--- src/design/wnes_ram.sv ---
// Generic single write, single read RAM with registered read data.
// Depends on nothing.
`default_nettype none

module wnes_ram #(
  parameter int unsigned WIDTH = 8,
  parameter int unsigned DEPTH = 16
) (
  input  wire logic                                   clk,
  input  wire logic                                   we,
  input  wire logic [(DEPTH > 1 ? $clog2(DEPTH) : 1)-1:0] waddr,
  input  wire logic [WIDTH-1:0]                       wdata,
  input  wire logic                                   re,
  input  wire logic [(DEPTH > 1 ? $clog2(DEPTH) : 1)-1:0] raddr,
  output logic      [WIDTH-1:0]                       rdata
);

  logic [WIDTH-1:0] mem [DEPTH];

  // Write port
  always_ff @(posedge clk) begin
    if (we) begin
      mem[waddr] <= wdata;
    end
  end

  // Registered read port
  always_ff @(posedge clk) begin
    if (re) begin
      rdata <= mem[raddr];
    end
  end

endmodule

`default_nettype wire

--- config.mk ---
export PLATFORM = sky130hd
export DESIGN_NAME = wnes_ram
export DESIGN_NICKNAME = d
export VERILOG_FILES = /design/src/design/wnes_ram.sv
export SDC_FILE = /design/constraint.sdc
export NUM_CORES = 1
export LEC_CHECK = 0
export BUFFER_PORTS_ARGS = -buffer_cell sky130_fd_sc_hd__buf_2
export CAP_MARGIN = 5
export CORE_MARGIN = 2
export CORE_UTILIZATION = 40
export CTS_CLUSTER_DIAMETER = 50
export DETAILED_ROUTE_END_ITERATION = 10
export HOLD_SLACK_MARGIN = 0.03
export PLACE_DENSITY = 0.67
export REMOVE_ABC_BUFFERS = 1
export SLEW_MARGIN = 20
export SYNTH_ARGS = -nofsm -noshare
export SYNTH_HDL_FRONTEND = slang
export SYNTH_SLANG_ARGS = --single-unit
--- constraint.sdc ---
create_clock -name clk -period 3 [get_ports clk]
set_clock_uncertainty 0.2 [all_clocks]
set_input_delay 0 -clock clk [delete_from_list [all_inputs] [get_ports clk]]
set_output_delay 0 -clock clk [all_outputs]
set_load 0.01 [all_outputs]
==> out/qor.txt <==
fill count: 1037
count leader, synth: edfxtp_1
P_leak: 2.087 nW
die width: 118.3 um
outcome: complete, no violations
die area: 0.01400 sq mm
Starting Density: 0.4126
CP max stage delay: 590 ps
CTS tree: done
internal power: 3.444 mW
Post-synth EDFFs: 136
Via density: 5.286
number of max-cap violations: 0
register bit count reported by yosys: 136
Final Instance Count excl. Fillers: 472
area of the multi-input gates: 0.001057 sq mm
leading area contributor after synthesis: edfxtp_1
DRC Markers: 0
sw frac: 0.2004
post-route ant nets: 0
synth cell count leaders: 136 x edfxtp_1, 18 x mux4_2, 16 x a22oi_1
pin count of the biggest net entering global routing: 33
setup TNS: 0 ps
Yosys top cell area share: 0.7812
share of flip-flops with an asynchronous set or reset: 0
final hold vios: 0
Vias: 2495
Root Buffer: clkbuf_16
RSZ-0062 raised after global routing: false
sequential share of power: 0.500
sequential-to-total area share from yosys stat: 0.7812
Clk pwr share: 0.452
Die Ht: 118.3 um
worst slew pin tran: 1075 ps
first-pass GRT wire length: 15.73 mm
fin crit period: 2540 ps
fmax: 0.3937 GHz
top area cells in the synthesized netlist: edfxtp_1 78%, mux4_2 7.8%, mux4_1 7.0%, a22oi_1 2.3%, nor2_1 0.93%
crit-path cells: dlygate4sd3_1 -> buf_2 -> or3b_2 -> dlygate4sd3_1 -> nor2_1 -> buf_4
fin crit share: 0.8467
count of port buffers added during placement: 26
initial drt markers: 228
Pins Over Slew Limit: 0
CP Class: in2reg
Comb pwr share: 0.048
Num CTS Buffers: 17
Max Root-Sink Buffers: 2
worst IR drop on VDD: 0.4416 mV
diode count: 0
Post-CTS Setup Bufs: 0
CORE AREA: 0.01267 sq mm
H-tree depth: 4
synth unique cells: 18
1st-pass router iterations: 4
NetSw: 0.8633 mW
Hold WC Path Type: in2reg
Power Density: 686.9 mW/mm^2
Clk Latency, worst-skew pair: 410 ps
Synth Cell Area: 0.005228 sq mm
crit end category: flop
dpl cells: 426
register area: 0.004084 sq mm
io pins: 27
Mapped Cells: 229
# nets final: 306
Row Count: 41
average routed wire per standard cell: 22.29 um
share of cells above drive strength 1: 0.2767
CP startpoint kind: input port
relative slew slack: 0.2808
ys flop type: edfxtp_1
GRT Util Overall: 0.1585
Routed WL: 10.52 mm
Max FO, Critical Path: 5
DPL Wire Length: 6.490 mm
CP Data Arrival Time: 2460 ps
Num Clock Sinks: 136
most frequent CP cell: dlygate4sd3_1
antenna violations before repair: 0
GP Congestion: 0.7682
Post-Syn Area per Cell: 22.83 sq um
area grow syn2layout: 19.96%
Resized cells post-CTS: 0
grt ovf: 0
Synthesis Warnings: 0
Reg clk slew, reported paths: 60 ps
Slowest cell on crit path: dlygate4sd3_1
Final setup viols: 0
vias in the first global route: 2627
Worst EP required: 2920 ps
layout make-up:
class                           count  share of cell area
Clock buffer                       19             0.06903
Clock inverter                     13             0.02095
Multi-Input combinational cell     83              0.1686
Sequential cell                   136              0.6512
Tap cell                          172             0.03432
Timing Repair Buffer               49             0.05587
state kept, by name, summed over array words and instances (netlist names):
name and cells:
mem 128, rdata 8
logic make-up after synthesis:
logic type	Yosys count	share of synthesized area
DFF	136	0.7812
and+or+nand+nor	35	0.03136
muxes	32	0.1479
AOI/OAI and AO/OA	16	0.02298
buffers and inverters	10	0.01651
power groups by stage:
stage | sequential [mW] | clock, mW | combinational, mW
after floorplan | 2.19 | 0 | 0.0854
after global placement | 2.19 | 0 | 0.188
after detailed placement | 2.19 | 0 | 0.195
after CTS | 2.15 | 1.97 | 0.209
after global routing | 2.16 | 2.06 | 0.223
final | 2.15 | 1.95 | 0.206
timing repair:
action,in CTS,in global routing
hold endpoints to repair,172,0
hold buffers,14,0
setup endpoints to repair,0,0
metrics by stage:
step                      area [sq um]  power [mW]  hold WS [ps]  setup slack, ps  utilization
after global routing              6271       4.439         104.3            434.7       0.4949
after floorplan                   5141       2.279        -101.1             1307            -
final                             6271       4.307         82.60            460.0       0.4949
after CTS                         6271       4.337         72.83            491.2       0.4949
after global placement            5567       2.379         180.2            858.8       0.4393
after detailed placement          5567       2.388         194.1            853.8       0.4393
cell usage in the layout, fill, tap and decap left out:
master	n
edfxtp_1	136
buf_2	26
mux4_2	18
clkbuf_16	17
a22oi_1	16
mux4_1	14
dlygate4sd3_1	14
nor2_1	13
nand2_1	9
buf_4	8
nor3_1	4
clkinvlp_4	4
clkinv_2	4
nand3b_1	2
nand2b_1	2
bufinv_16	2
clkinv_4	2
clkbuf_1	2
nor2b_1	1
and2_1	1
and2b_1	1
nand3_1	1
or3b_2	1
clkinv_1	1
buf_12	1
path summary, 6_finish.rpt:
path                   start        end  slack [ps]  depth (start not counted)
setup / recovery    waddr[3]  mem[2][3]         460                          6
hold / removal      waddr[2]  mem[1][4]          80                          3
setup reg to reg   mem[8][4]   rdata[4]        1220                          3
hold reg to reg   mem[12][5]   rdata[5]         550                          3
worst max-delay path, delay by kind of cell:
family / cells / cell delay (ps)
buffers and inverters: 4 / 1520
and+or+nand+nor: 2 / 940
routing by layer:
layer | part of all wire | vias up | global-route usage
met5 | 0 | - | 0
met4 | 0.015 | 0 | 0.06476
met3 | 0.057 | 14 | 0.03620
met2 | 0.47 | 85 | 0.2417
met1 | 0.46 | 1294 | 0.2215
li1 | - | 1102 | -
Power figures use the tool's default switching activity.
